`config.mk`:
```
export PLATFORM = sky130hd
export DESIGN_NAME = spd_core
export DESIGN_NICKNAME = d
export VERILOG_FILES = /design/src/spd_pkg.sv /design/src/spd_core.sv
export SDC_FILE = /design/constraint.sdc
export NUM_CORES = 1
export LEC_CHECK = 0
export BUFFER_PORTS_ARGS = -buffer_cell sky130_fd_sc_hd__buf_2
export CAP_MARGIN = 5
export CORE_UTILIZATION = 25
export CTS_BUF_LIST = sky130_fd_sc_hd__clkbuf_16
export DETAILED_ROUTE_END_ITERATION = 12
export PLACE_DENSITY = 0.42
export RECOVER_POWER = 100
export SYNTH_ARGS = -nofsm -noshare
export SYNTH_HDL_FRONTEND = slang
export SYNTH_SLANG_ARGS = --single-unit
export TNS_END_PERCENT = 20
```
`constraint.sdc`:
```
create_clock -name i_clk -period 6.47 [get_ports i_clk]
set_clock_uncertainty 0.2 [all_clocks]
set_input_delay 0.3235 -clock i_clk [delete_from_list [all_inputs] [get_ports i_clk]]
set_output_delay 0.3235 -clock i_clk [all_outputs]
set_load 0.005 [all_outputs]
```
`src/spd_pkg.sv`:
```
`timescale 1ns / 1ps
// Shared types, constants and the CRC-16 byte step for the serial packet deframer.
// Depends on nothing; every other file of the block imports it.
package spd_pkg;

    // Field widths of the byte stream, the registers and the frame state.
    localparam int BYTE_W   = 8;
    localparam int LEN_W    = 16;
    localparam int TOTAL_W  = 17;
    localparam int CRC_W    = 16;
    localparam int OVH_W    = 4;
    localparam int STATUS_W = 3;
    localparam int CFG_IDX_W  = 3;
    localparam int CFG_DATA_W = 16;

    // Frame layout: three start bytes, two length bytes, one descriptor byte.
    localparam logic [LEN_W-1:0]   POS_START_A = LEN_W'(0);
    localparam logic [LEN_W-1:0]   POS_START_B = LEN_W'(1);
    localparam logic [LEN_W-1:0]   POS_START_C = LEN_W'(2);
    localparam logic [LEN_W-1:0]   POS_LEN_LO  = LEN_W'(3);
    localparam logic [LEN_W-1:0]   POS_LEN_HI  = LEN_W'(4);
    localparam logic [LEN_W-1:0]   POS_DESC    = LEN_W'(5);
    localparam logic [LEN_W-1:0]   POS_PAYLOAD = LEN_W'(6);
    localparam logic [CRC_W-1:0]   CRC_INIT    = CRC_W'(16'h00ff);

    // Register reset values.
    localparam logic [BYTE_W-1:0]  RST_START_A  = BYTE_W'(62);
    localparam logic [BYTE_W-1:0]  RST_START_B  = BYTE_W'(42);
    localparam logic [BYTE_W-1:0]  RST_START_C  = BYTE_W'(62);
    localparam logic [OVH_W-1:0]   RST_OVERHEAD = OVH_W'(11);
    localparam logic [LEN_W-1:0]   RST_MAX_BYTES = LEN_W'(256);

    // Frame status reported with every result.
    typedef enum logic [STATUS_W-1:0] {
        ST_IN_PROGRESS = 3'd0,
        ST_BAD_START   = 3'd1,
        ST_BAD_LENGTH  = 3'd2,
        ST_BAD_DESC    = 3'd3,
        ST_BAD_CRC     = 3'd4,
        ST_FRAME_OK    = 3'd5
    } t_status;

    // Configuration register indexes.
    typedef enum logic [CFG_IDX_W-1:0] {
        CFG_START_A   = 3'd0,
        CFG_START_B   = 3'd1,
        CFG_START_C   = 3'd2,
        CFG_OVERHEAD  = 3'd3,
        CFG_MAX_BYTES = 3'd4
    } t_cfg_idx;

    // Current register contents, handed from the register file to the core.
    typedef struct packed {
        logic [BYTE_W-1:0] start_a;
        logic [BYTE_W-1:0] start_b;
        logic [BYTE_W-1:0] start_c;
        logic [OVH_W-1:0]  overhead;
        logic [LEN_W-1:0]  max_bytes;
    } t_cfg;

    // One result request.
    typedef struct packed {
        t_status           status;
        logic [BYTE_W-1:0] payload_byte;
        logic              payload_valid;
        logic [BYTE_W-1:0] descriptor;
        logic [LEN_W-1:0]  payload_length;
        logic [LEN_W-1:0]  frame_bytes;
    } t_result;

    // One byte of the reflected CCITT CRC-16.
    function automatic logic [CRC_W-1:0] crc_step(input logic [CRC_W-1:0] crc,
                                                  input logic [BYTE_W-1:0] b);
        logic [BYTE_W-1:0] d;
        logic [BYTE_W-1:0] e;
        d = b ^ crc[BYTE_W-1:0];
        e = d ^ {d[3:0], 4'b0000};
        crc_step = {e, crc[CRC_W-1:BYTE_W]}
                 ^ {12'b0, e[7:4]}
                 ^ {5'b0, e, 3'b000};
    endfunction

endpackage

```
`src/spd_core.sv`:
```
`timescale 1ns / 1ps
// Frame tracking core: byte position, length, descriptor, running CRC and the
// received checksum, with the result of one byte. Depends on spd_pkg.
module spd_core import spd_pkg::*; (
    input  logic              i_clk,
    input  logic              i_rst_n,
    input  logic              i_step,
    input  logic [BYTE_W-1:0] i_byte,
    input  t_cfg              i_cfg,
    output t_result           o_res
);

    logic [LEN_W-1:0]   r_count,    n_count;
    logic [TOTAL_W-1:0] r_total,    n_total;
    logic [LEN_W-1:0]   r_length,   n_length;
    logic [BYTE_W-1:0]  r_desc,     n_desc;
    logic [CRC_W-1:0]   r_crc,      n_crc;
    logic [CRC_W-1:0]   r_rx_chk,   n_rx_chk;

    logic [TOTAL_W-1:0] w_count_x;
    logic [TOTAL_W-1:0] w_next;
    logic [TOTAL_W-1:0] w_chk_pos;
    logic [TOTAL_W-1:0] w_total_new;
    logic [BYTE_W-1:0]  w_want;
    t_result            w_res;

    assign w_count_x   = {1'b0, r_count};
    assign w_next      = w_count_x + TOTAL_W'(1);
    assign w_chk_pos   = {1'b0, r_length} + {1'b0, POS_PAYLOAD};
    assign w_total_new = {1'b0, r_length} + TOTAL_W'(i_cfg.overhead);

    // Expected start byte for the current position.
    always_comb begin
        if (r_count == POS_START_A) begin
            w_want = i_cfg.start_a;
        end else if (r_count == POS_START_B) begin
            w_want = i_cfg.start_b;
        end else begin
            w_want = i_cfg.start_c;
        end
    end

    // Next frame state and the result of the byte at the input.
    always_comb begin
        n_count  = r_count;
        n_total  = r_total;
        n_length = r_length;
        n_desc   = r_desc;
        n_crc    = r_crc;
        n_rx_chk = r_rx_chk;
        w_res.status        = ST_IN_PROGRESS;
        w_res.payload_byte  = '0;
        w_res.payload_valid = 1'b0;
        w_res.frame_bytes   = '0;

        if (r_count < POS_LEN_LO) begin
            // Start string: a mismatch drops back to the first start byte.
            if (i_byte != w_want) begin
                n_count      = '0;
                w_res.status = ST_BAD_START;
            end else begin
                n_count = r_count + LEN_W'(1);
            end
        end else if (r_count == POS_LEN_LO) begin
            n_length = {{(LEN_W-BYTE_W){1'b0}}, i_byte};
            n_count  = POS_LEN_HI;
        end else if (r_count == POS_LEN_HI) begin
            n_length = {i_byte, r_length[BYTE_W-1:0]};
            n_count  = POS_DESC;
        end else if (r_count == POS_DESC) begin
            // Frame size is fixed here; an oversize frame loses the descriptor.
            n_total = w_total_new;
            if (w_total_new > {1'b0, i_cfg.max_bytes}) begin
                n_count      = '0;
                w_res.status = ST_BAD_LENGTH;
            end else begin
                n_desc   = i_byte;
                n_count  = POS_PAYLOAD;
                n_crc    = CRC_INIT;
                n_rx_chk = '0;
                if ({{(LEN_W-BYTE_W){1'b0}}, i_byte} > i_cfg.max_bytes) begin
                    n_count      = '0;
                    w_res.status = ST_BAD_DESC;
                end
            end
        end else begin
            // Payload, checksum and stop bytes.
            if (w_count_x < w_chk_pos) begin
                w_res.payload_byte  = i_byte;
                w_res.payload_valid = 1'b1;
                n_crc = crc_step(r_crc, i_byte);
            end else if (w_count_x == w_chk_pos) begin
                n_rx_chk = {r_rx_chk[CRC_W-1:BYTE_W], i_byte};
            end else if (w_count_x == w_chk_pos + TOTAL_W'(1)) begin
                n_rx_chk = {i_byte, r_rx_chk[BYTE_W-1:0]};
            end
            n_count = w_next[LEN_W-1:0];
            if (w_next >= r_total) begin
                n_count = '0;
                if (n_crc != n_rx_chk) begin
                    w_res.status = ST_BAD_CRC;
                end else begin
                    w_res.status      = ST_FRAME_OK;
                    w_res.frame_bytes = w_next[LEN_W-1:0];
                end
            end
        end

        w_res.descriptor     = n_desc;
        w_res.payload_length = n_length;
    end

    // The comparison above includes this byte, so a frame may end on its last
    // checksum byte or, with a short overhead, on a payload byte.

    always_ff @(posedge i_clk) begin
        if (!i_rst_n) begin
            r_count  <= '0;
            r_total  <= '0;
            r_length <= '0;
            r_desc   <= '0;
            r_crc    <= CRC_INIT;
            r_rx_chk <= '0;
        end else if (i_step) begin
            r_count  <= n_count;
            r_total  <= n_total;
            r_length <= n_length;
            r_desc   <= n_desc;
            r_crc    <= n_crc;
            r_rx_chk <= n_rx_chk;
        end
    end

    assign o_res = w_res;

endmodule

```
Word level (Yosys, flattened, before mapping)

Index checks and enable logic that the tools add are counted.
Widths: inputs -> output; s select.

Equal/unequal tests: 9
Order comparisons: 5
Add/sub/neg operators: 5
Bitwise operators: 7
Reductions and logical operators: 3
Muxes and demuxes: 52

Operators with widths:

| kind                  | number |
|---|---|
| $mux 16               | 31 |
| $mux 8                | 7 |
| $eq 16x17->1          | 2 |
| $eq 16x3->1 const B   | 2 |
| $mux 9                | 3 |
| $mux 12               | 2 |
| $add 16x1->17 const B | 1 |
| $add 16x3->17 const B | 1 |
| $add 16x4->17         | 1 |
| $add 17x1->17 const B | 1 |
| $ge 17x17->1          | 1 |
| $gt 17x16->1          | 1 |
| $lt 16x17->1          | 1 |
| $add 16x1->16 const B | 1 |
| $eq 16x1->1 const B   | 1 |
| $eq 16x2->1 const B   | 1 |
| $gt 8x16->1           | 1 |
| $logic_not 16->1      | 1 |
| $lt 16x2->1 const B   | 1 |
| $ne 16x16->1          | 1 |
| $xor 16x11->16        | 1 |
| $xor 16x4->16         | 1 |
| $xor 8x8->8           | 2 |
| $mux 3                | 5 |
| 6 further kinds       | 11 |

Input bits: 55
Logic and storage cells: 87
Output and inout port bits: 52
Bits in registers: 89

Longest topological paths before layout

Gate-level depths: netlist of the first run.

Depth in word-level cells: 17
Mapped depth: 23
Depth with buffers taken out: 20

Worst setup path after synthesis of the first run

OpenSTA, ideal clock, no wires.

Kind: register -> output
Start point: register r_length[1]
End point: output o_res[15] (netlist bit)
Slack: 1.334 ns
Cell stages (with the launch flop): 21
Data required time: 5.946 ns
Buffers on the path: 3
Arrival: 4.613 ns
Cells stage by stage: dfxtp_1 buf_4 inv_1 ha_1 buf_4 buf_2 nand3b_1 xnor2_1 inv_1 ha_1 and4_1 nand4_1 nor3_1 mux2i_1 xnor2_1 a311oi_1 nand4_1 a2111oi_0 o211ai_1 a2111o_1 nor3b_1

RTL lines:

| item                   | RTL line        | RTL |
|---|---|---|
| start, declared        | spd_core.sv:15  | `logic [LEN_W-1:0] r_length, n_length;` |
| start signal, assigned | spd_core.sv:127 | `r_length <= n_length;` |
| end, declared          | spd_core.sv:10  | `output t_result o_res` |

==> results.md, run 1 <==
- Synth-to-Final Area Change: 15.0%
- Peak Freq: 166 MHz
- Ratio of cells with drive above 1 in the final layout: 12.4%
- Residual DRC count: 0
- Cts hold-fix bufs: 0
- Synth top area share: 21.0%
- Async S/R FF share, synth: 0%
- PwrDens: 147 nW/um^2
- Worst Hold Launch: i_byte[0]
- Cell Area, Synth: 8470 sq um
- Crit path kind: reg2out
- Commonest cells in the netlist: nand2_1 (121), nor2_1 (94), dfxtp_1 (89)
- Crit Path Max Fanout: 11
- Fin. max-slew vios: 0
- Synth top area cells: dfxtp_1 (21%), ha_1 (9.9%), xnor2_1 (5.5%), nand2_1 (5.4%), xor2_1 (4.2%)
- Reg2reg path depth: 21
- Critical path launch point: r_length[10]
- CP Capture Type: output port
- Startpoint Class: flip-flop
- Initial antenna violation count: 0
- Setup ws final: 0.447 ns
- Critical path cell sequence: nand4_1 > nor4_1 > xor2_1 > inv_1 > ha_1 > and3_1 > nand3_1 > or3_1 > o22ai_1 > o21ai_0 > a311oi_1 > nand4_1 > a2111oi_1 > o211ai_1 > a2111o_1 > nor3b_1 > clkbuf_1
- Met1 Track Usage GR: 25.1%
- Met3 global-route usage: 2.33%
- Synth Flop Type: dfxtp_1
- RSZ-0062 raised after global routing: no
- Max Root-Sink Buffers: 2
- Vias: 8225
- Most frequent cell after synthesis: nand2_1
- CTS sink cnt: 89
- Initial Util: 25.3%
- Worst path required time: 5.95 ns
- Worst Hold Depth: 3
- Slew margin rel.: 35.8%
- Routability cong.: 0.903
- Setup Fix Bufs, Post-CTS: 0
- I/O Buffers: 106
- Chip width: 186 um
- TNS Setup: 0 ns
- Worst slew pin tran: 0.962 ns
- Seq/Total Area, Yosys: 21.0%
- DRT Pass-1 Iters: 6
- Setup WS pre-CTS: 0.535 ns
- Final Util: 29.1%
- DR iter-0 viols: 448
- CTS tree: done
- Most Frequent Cell on Critical Path: nand4_1
- Post-DP HPWL: 24.8 mm
- Critical path arrival: 5.50 ns
- Vias per cell: 5.04
- Synthesized area per cell: 7.65 sq um
- Share of power burned in registers: 39.3%
- GR met2 Demand/Resource: 32.1%
- Library cells used by synthesis: 81
- FF+latch count, synth: 89
- CTS resizes: 0
- Final Critical Period: 6.02 ns
- R2R Path Start: r_length[0]
- Comb pwr share: 19.3%
- Clock network power share: 41.5%
- Setup violators final: 0
- Largest net degree at the start of global routing: 58
- Remaining antenna violation count: 0
- Cells after synthesis: 1107
- Worst-Skew Late Latency: 0.37 ns
- CTS Root Cell: clkbuf_16
- Tcrit/Tclk final: 93.1%
- CTS H-tree depth: 3
- First-pass GRT wire length: 48.6 mm
- Slowest stage cell, crit path: or3_1
- Drt wl/cell: 19.5 um
- Yosys top cell by area: dfxtp_1
- Die Span Y: 186 um
- Syn_nets: 1230
- Peak VDD IR: 0.129 mV
- Yosys Warn Count: 0
- Cell internal pwr: 1.00 mW
- Post-Route WL: 31.8 mm
- I/O Pins: 107
- Most crowded layer after global routing: met2
- Core area: 33400 sq um
- Final Hold Fails: 0
- Clock-pin slew on the worst setup and hold paths: 0.07 ns
- Congestion Overflow GR: 0
- Vias in the first global route: 8022
- Max cap viols: 0
- Ant diodes: 0
- Leakage: 3.96 nW
- Rows: 67
- Worst stage delay on the critical path: 0.57 ns
- Die area: 34600 sq um
- P_sw: 0.429 mW
- GRT Overall Usage: 18.8%
- EDFF count, synth: 0
- # nets final: 1302
- Fill cells: 3658
- Inserted Clock Buffers: 9
- Net Sw Frac: 30.0%
- Status: complete, no violations
- Worst min path class: in2reg
power groups by stage:
stage,clock (mW),sequential [mW],combinational (mW)
after floorplan,0,0.570,0.186
after global placement,0,0.573,0.277
after detailed placement,0,0.574,0.277
after CTS,0.613,0.561,0.278
after global routing,0.632,0.562,0.306
final,0.592,0.561,0.275
critical path, delay by kind of cell, from the launching register on:
kind,cells,cell delay [ns]
compound gates,6,1.69
buf+inv,2,0.25
simple gates,7,2.08
flops,1,0.49
fa+ha+maj,1,0.33
xor+xnor,1,0.28
sequential cells by signal (all words and copies together), names as in the netlist:
register  cells
r_desc        8
r_crc        16
r_count      16
r_length     16
r_total      17
r_rx_chk     16
final timing paths:
kind,end,slack (ns)
max,o_res[2],0.45
min,r_rx_chk[0],0.19
max reg2reg,r_crc[11],0.92
min reg2reg,r_rx_chk[10],0.25
cell families (layout without fill, tap and decap cells):
kind of cell | after synthesis | count (layout) | share of synthesized area (%)
mux | 41 | 41 | 4.98
compound gates | 261 | 261 | 21.8
simple gates | 420 | 420 | 25.2
flops | 89 | 89 | 21.0
buf+inv | 130 | 207 | 6.17
fa+ha+maj | 68 | 68 | 10.1
xor+xnor | 98 | 98 | 10.8
cell usage in the layout (no fill, tap or decap), drive strengths merged, types with 6 or more instances in the layout:
cell and instances:
a2111oi 6, a211o 10, a211oi 16, a21o 12
a21oi 57, a2bb2oi 8, a311oi 9, a31oi 6
and2 22, and3 13, buf 94, clkbuf 48
dfxtp 89, ha 67, inv 58, mux2 9
mux2i 32, nand2 122, nand2b 10, nand3 37
nand4 21, nor2 94, nor2b 15, nor3 24
nor3b 10, nor4 14, o211ai 15, o21a 13
o21ai 53, o21ba 9, xnor2 53, xor2 41
layer usage:
layer	share of wire, %	vias to the layer above	wire length, um
met5	0	-	0
met4	1.5	0	471
met3	2.6	27	828
met2	48	143	15300
met1	48	3940	15200
li1	-	4115	-
per-stage QoR:
| stage | std cells | area, sq um | total power [mW] | hold slack, ns |
|---|---|---|---|---|
| floorplan | 1107 | 8470 | 0.756 | 0.228 |
| global placement | 1616 | 9460 | 0.850 | 0.240 |
| detailed placement | 1616 | 9460 | 0.850 | 0.245 |
| CTS | 1632 | 9780 | 1.45 | 0.177 |
| global route | 1632 | 9750 | 1.50 | 0.203 |
| finish | 1632 | 9750 | 1.43 | 0.192 |
cell type report:
class	count	area [sq um]	share of cell area (%)
Multi-Input combinational cell	888	6180	63.5
Timing Repair Buffer	133	679	6.97
Sequential cell	89	1780	18.3
Inverter	58	218	2.23
Clock buffer	9	225	2.31
Clock inverter	7	95.1	0.976
Tap cell	448	561	5.75
Note: power is estimated with default switching activity, not from simulation.
==> run 2: changes to the inputs <==
- ABC_AREA: default -> 1
==> run 2 against run 1 <==
Via count is 12% higher. Final area is 2.1% higher. Combinational power grew to 2.8 times the previous value. Fmax is 2.8% higher. Utilization is 0.33 points higher. Sequential share of layout area is 0.40 points lower. Count of clock-buffer cells in the layout stayed put. Largest cell class unchanged.
==> results.md, run 2 <==
- CTS H-tree depth: 3 (unchanged)
- Layout Cells excl Fill: 1959 (+20%)
- Crit Path Max Fanout: 5 (-6)
- Met1 Track Usage GR: 26.9% (+1.8 points)
- Initial antenna violation count: 0 (unchanged)
- Die Span Y: 188 um (+1.0%)
- Vias: 9194 (+12%)
- Crit path kind: reg2out
- Synth top area share: 20.6% (-0.43 points)
- Final Hold Fails: 0 (unchanged)
- I/O Buffers: 106 (unchanged)
- Clock-pin slew on the worst setup and hold paths: 0.08 ns (about the same)
- Seq/Total Area, Yosys: 20.6% (-0.43 points)
- Vias per cell: 4.69 (-6.9%)
- Drt wl/cell: 16.9 um (-13%)
- Setup WS pre-CTS: 0.924 ns (+0.389 ns)
- Met3 global-route usage: 3.18% (+0.85 points)
- Most frequent cell after synthesis: nand2_1
- Library cells used by synthesis: 52 (-36%)
- EDFF count, synth: 0 (unchanged)
- Slew margin rel.: 2.24% (-34 points)
- Ant diodes: 0 (unchanged)
- Worst slew pin tran: 1.45 ns (+0.491 ns)
- Synth top area cells: dfxtp_1 (21%), nand2_1 (16%), ha_1 (9.7%), inv_1 (9.6%), a21oi_1 (6.2%)
- Setup violators final: 0 (unchanged)
- Worst min path class: in2reg
- Async S/R FF share, synth: 0% (unchanged)
- Largest register FFs: 17 (unchanged)
- DRT Pass-1 Iters: 5 (-1)
- RSZ-0062 raised after global routing: no
- Slowest stage cell, crit path: dfxtp_1
- Commonest non-fill, non-tap cell in the layout: nand2_1
- FF+latch count, synth: 89 (unchanged)
- TNS Setup: 0 ns (unchanged)
- Vias in the first global route: 8707 (+8.5%)
- Worst-Skew Late Latency: 0.37 ns (about the same)
- R2R Path Start: r_count[1]
- Startpoint Class: flip-flop
- Cells after synthesis: 1416 (+28%)
- Yosys top cell by area: dfxtp_1
- Setup ws final: 0.613 ns (+0.166 ns)
- PwrDens: 205 nW/um^2 (+40%)
- First-pass GRT wire length: 51.0 mm (+5.0%)
- Reg with most FFs: r_total
- Most frequent cells in the layout: nand2_1 (373), inv_1 (221), nor2_1 (108)
- Remaining antenna violation count: 0 (unchanged)
- Worst Hold Launch: i_step
- Final Util: 29.5% (+0.33 points)
- Ratio of cells with drive above 1 in the final layout: 10.1% (-2.3 points)
- I/O Pins: 107 (unchanged)
- Core area: 33800 sq um (+1.0%)
- Syn_nets: 1539 (+25%)
- Residual DRC count: 0 (unchanged)
- Most Frequent Cell on Critical Path: inv_1
- Cell Area, Synth: 8650 sq um (+2.1%)
- Most crowded layer after global routing: met2
- Largest net degree at the start of global routing: 45 (-22%)
- Final Critical Period: 5.86 ns (-0.166 ns)
- Chip width: 188 um (+1.0%)
- CTS tree: done
- GR met2 Demand/Resource: 29.7% (-2.4 points)
- Fin. max-slew vios: 0 (unchanged)
- # nets final: 1629 (+25%)
- DR iter-0 viols: 604 (+35%)
- Synthesized area per cell: 6.11 sq um (-20%)
- Initial Util: 25.6% (+0.27 points)
- Max Root-Sink Buffers: 2 (unchanged)
- Routability cong.: 0.873 (-3.2%)
- Post-Place Cells: 1943 (+20%)
- Leakage: 4.92 nW (+24%)
- Yosys Warn Count: 0 (unchanged)
- Cts hold-fix bufs: 0 (unchanged)
- Fill cells: 3867 (+5.7%)
- Rows: 67 (unchanged)
- CTS Root Cell: clkbuf_16
- Tcrit/Tclk final: 90.5% (-2.6 points)
- Post-DP HPWL: 26.6 mm (+7.2%)
- Post-DP Area: 9690 sq um (+2.4%)
- Synth-to-Final Area Change: 15.1% (about the same)
- Commonest cells in the netlist: nand2_1 (373), inv_1 (222), nor2_1 (108)
- Design Area, Final: 9950 sq um (+2.1%)
- Critical path arrival: 5.33 ns (-0.17 ns)
- Status: complete, no violations
- Die area: 35300 sq um (+2.0%)
- Inserted Clock Buffers: 9 (unchanged)
- Peak VDD IR: 0.137 mV (+6.1%)
- Peak Freq: 171 MHz (+2.8%)
- Max cap viols: 0 (unchanged)
- Worst stage delay on the critical path: 0.40 ns (-0.17 ns)
- Critical path launch point: r_count[1]
- CTS sink cnt: 89 (unchanged)
- CP Capture Type: output port
- Congestion Overflow GR: 0 (unchanged)
- Worst path required time: 5.95 ns (about the same)
- GRT Overall Usage: 19.0% (+0.13 points)
- Synth Flop Type: dfxtp_1
- Post-Route WL: 33.1 mm (+4.0%)
[run 2: cell count changes in the layout (fill, tap and decap cells not counted), moves of 35 or more]
| cell | previous run | this run |
|---|---|---|
| xnor2_1 | 53 | 18 |
| nand3_1 | 36 | 75 |
| a21oi_1 | 57 | 107 |
| nand2_1 | 121 | 373 |
| o21ai_0 | 50 | 96 |
| inv_1 | 57 | 221 |
[run 2: stage by stage]
step,total power [mW],hold slack [ns]
2_1_floorplan,1.18,0.235
3_3_place_gp,1.41,0.251
3_5_place_dp,1.41,0.255
4_1_cts,2.07,0.202
5_1_grt,2.19,0.204
6_report,2.04,0.207
[run 2: cell type report]
| cell class | instances | area, sq um | area share [%] |
|---|---|---|---|
| well taps | 448 | 561 | 5.63 |
| clock inverters | 7 | 124 | 1.24 |
| repair buffers | 124 | 619 | 6.22 |
| inverters | 226 | 848 | 8.52 |
| multi-input cells | 1056 | 5800 | 58.2 |
| flip-flops and latches | 89 | 1780 | 17.9 |
| clock buffers | 9 | 225 | 2.26 |
[run 2: report_power, final]
part | internal [mW] | switching, mW
logic | 0.261 | 0.508
clock network | 0.383 | 0.265
registers | 0.584 | 0.0372
total | 1.23 | 0.810
[run 2: kinds of logic after synthesis]
family | share of synthesized area (%)
flops | 20.6
mux | 0.260
simple gates | 34.8
buf+inv | 12.0
compound gates | 16.4
xor+xnor | 5.96
fa+ha+maj | 9.92
[run 2: path summary, 6_finish.rpt]
| path | end | slack [ns] | cells after the start |
|---|---|---|---|
| setup / recovery | o_res[15] | 0.61 | 29 |
| hold reg to reg | r_rx_chk[13] | 0.26 | 2 |
| hold / removal | r_length[9] | 0.21 | 3 |
| setup reg to reg | r_count[0] | 1.25 | 26 |
[run 2: repair_timing]
item                       CTS  global route
gates resized for setup      0             1
buffers inserted             0             0
setup endpoints to repair    0             5
[run 2: routing by layer]
layer	wire length, um	vias to the layer above	part of all wire [%]
met4	413	0	1.2
met5	0	-	0
li1	-	4772	-
met2	14400	203	44
met1	16800	4196	51
met3	1440	23	4.3
[run 2: critical path, delay by kind of cell (launching register included)]
kind | cells | cell delay (ns)
XOR/XNOR | 1 | 0.20
buffers and inverters | 7 | 0.65
AND/OR/NAND/NOR | 17 | 2.98
flip-flops | 1 | 0.40
adder cells (fa/ha/maj) | 1 | 0.30
AO/OA/AOI/OAI | 3 | 0.44
==> run 3: changes to the inputs <==
- PLACE_DENSITY: 0.42 -> default
- PLACE_DENSITY_LB_ADDON: default -> 0.25
==> run 3 against run 2 <==
The flow now finishes with violations (max-capacitance violations, max-slew violations). Register-to-register slack worse by 0.63 ns. Utilization is 0.39 points lower. Non-clock buffer count is 6 lower. Sequential power hardly changed. Highest routed layer unchanged. Routed wire length is 1.3% lower. Fmax is 0.84% lower. Total power is 7.1% lower. Critical path type unchanged. Cell count is 0.36% lower.
==> results.md, run 3 (synthesis gave the netlist of run 2 again) <==
- Status: finished with violations
- Failing checks: max-capacitance violations, max-slew violations
- Die area: 35300 sq um (unchanged)
- Post-DP HPWL: 26.1 mm (-1.7%)
- Die Span Y: 188 um (unchanged)
- CTS Root Cell: clkbuf_16
- Worst min path class: in2reg
- Leakage: 4.82 nW (-1.9%)
- Worst-Skew Late Latency: 0.37 ns (about the same)
- Setup violators final: 0 (unchanged)
- Tcrit/Tclk final: 91.3% (+0.77 points)
- Worst slew pin tran: 1.97 ns (+0.514 ns)
- Ratio of cells with drive above 1 in the final layout: 9.71% (-0.42 points)
- Worst Path Buf+Inv: 4 (-3)
- Critical path arrival: 5.38 ns (+0.05 ns)
- Chip width: 188 um (unchanged)
- Vias: 9410 (+2.3%)
- First-pass GRT wire length: 50.8 mm (-0.39%)
- Final Util: 29.1% (-0.39 points)
- DR iter-0 viols: 725 (+20%)
- Family with the most delay on the worst path: simple AND/OR/NAND/NOR gates
- PwrDens: 193 nW/um^2 (-5.9%)
- Most frequent cells in the layout: nand2_1 (372), inv_1 (223), nor2_1 (108)
- Final Critical Period: 5.91 ns (+0.0496 ns)
- Setup Fix Bufs, Post-CTS: 0 (unchanged)
- Reg with most FFs: r_total
- Initial antenna violation count: 0 (unchanged)
- Remaining antenna violation count: 0 (unchanged)
- Peak VDD IR: 0.132 mV (-4.0%)
- Slowest stage cell, crit path: dfxtp_1
- CTS H-tree depth: 3 (unchanged)
- Inserted Clock Buffers: 9 (unchanged)
- I/O Buffers: 106 (unchanged)
- I/O Pins: 107 (unchanged)
- Final Hold Fails: 0 (unchanged)
- Startpoint Class: flip-flop
- TNS Setup: 0 ns (unchanged)
- Crit path kind: reg2out
- CTS tree: done
- Commonest non-fill, non-tap cell in the layout: nand2_1
- Largest register FFs: 17 (unchanged)
- Slew margin rel.: -32.4% (-35 points)
- RSZ-0062 raised after global routing: no
- Residual DRC count: 0 (unchanged)
- Post-Route WL: 32.7 mm (-1.3%)
- # nets final: 1623 (-0.37%)
- Max Root-Sink Buffers: 2 (unchanged)
- CP Capture Type: output port
- Worst path required time: 5.95 ns (about the same)
- Crit Path Max Fanout: 17 (+12)
- Peak Freq: 169 MHz (-0.84%)
- Max cap viols: 1 (+1)
- CTS sink cnt: 89 (unchanged)
- Routability cong.: 0.956 (+9.5%)
- Synth-to-Final Area Change: 13.6%
- Core area: 33800 sq um (unchanged)
- GRT Overall Usage: 18.6% (-0.33 points)
- DRT Pass-1 Iters: 5 (unchanged)
- Drt wl/cell: 16.7 um (-0.90%)
- Vias per cell: 4.82 (+2.7%)
- Fill cells: 3877 (+0.26%)
- Largest net degree at the start of global routing: 63 (+40%)
- Rows: 67 (unchanged)
- Clock-pin slew on the worst setup and hold paths: 0.07 ns (about the same)
- Congestion Overflow GR: 0 (unchanged)
- Most Frequent Cell on Critical Path: nand2_1
- Fin. max-slew vios: 14 (+14)
- Ant diodes: 0 (unchanged)
- Worst stage delay on the critical path: 0.64 ns (+0.24 ns)
- Initial Util: 25.6% (unchanged)
- Vias in the first global route: 8879 (+2.0%)
-- run 3: metal layers --
| metal | part of all wire [%] | track usage, % |
|---|---|---|
| met1 | 49 | 25.9 |
| met2 | 43 | 28.9 |
| met3 | 6.1 | 4.29 |
| met4 | 1.7 | 4.44 |
| met5 | 0 | 0 |
-- run 3: layout make-up --
cell class | count | area, sq um | share of cell area, %
Multi-Input combinational cell | 1056 | 5800 | 59.1
Sequential cell | 89 | 1780 | 18.1
Inverter | 226 | 848 | 8.64
Timing Repair Buffer | 118 | 567 | 5.77
Tap cell | 448 | 561 | 5.71
Clock buffer | 9 | 225 | 2.29
Clock inverter | 6 | 36.3 | 0.369
-- run 3: stage by stage --
stage	cell area [sq um]	hold WS, ns	cells	power, mW	worst slack (ns)
2_1_floorplan	8650	0.235	1416	1.18	2.02
3_3_place_gp	9640	0.249	1936	1.40	1.03
3_5_place_dp	9650	0.255	1937	1.40	0.931
4_1_cts	9910	0.214	1952	1.91	0.527
5_1_grt	9820	0.246	1952	2.04	0.0334
6_report	9820	0.222	1952	1.89	0.563
-- run 3: worst paths after layout --
kind	to	from	cells after the start	slack, ns
min	r_total[0]	i_cfg[16]	4	0.22
max reg2reg	r_crc[5]	r_length[0]	25	0.62
max	o_res[0]	r_length[11]	27	0.56
min reg2reg	r_rx_chk[13]	r_rx_chk[13]	2	0.26
-- run 3: power breakdown --
part           internal, mW  switching, mW
sequential            0.584         0.0388
clock                 0.257          0.248
combinational         0.261          0.506
total                  1.10          0.792
-- run 3: worst min-delay path, cell delays in order --
cell and delay [ns]:
buf_2 0.08, ha_1 0.14, inv_1 0.08, a21oi_1 0.12
-- run 3: timing repair --
item | CTS | global route
hold buffers | 0 | 0
gates resized for setup | 0 | 2
setup endpoints to repair | 0 | 5
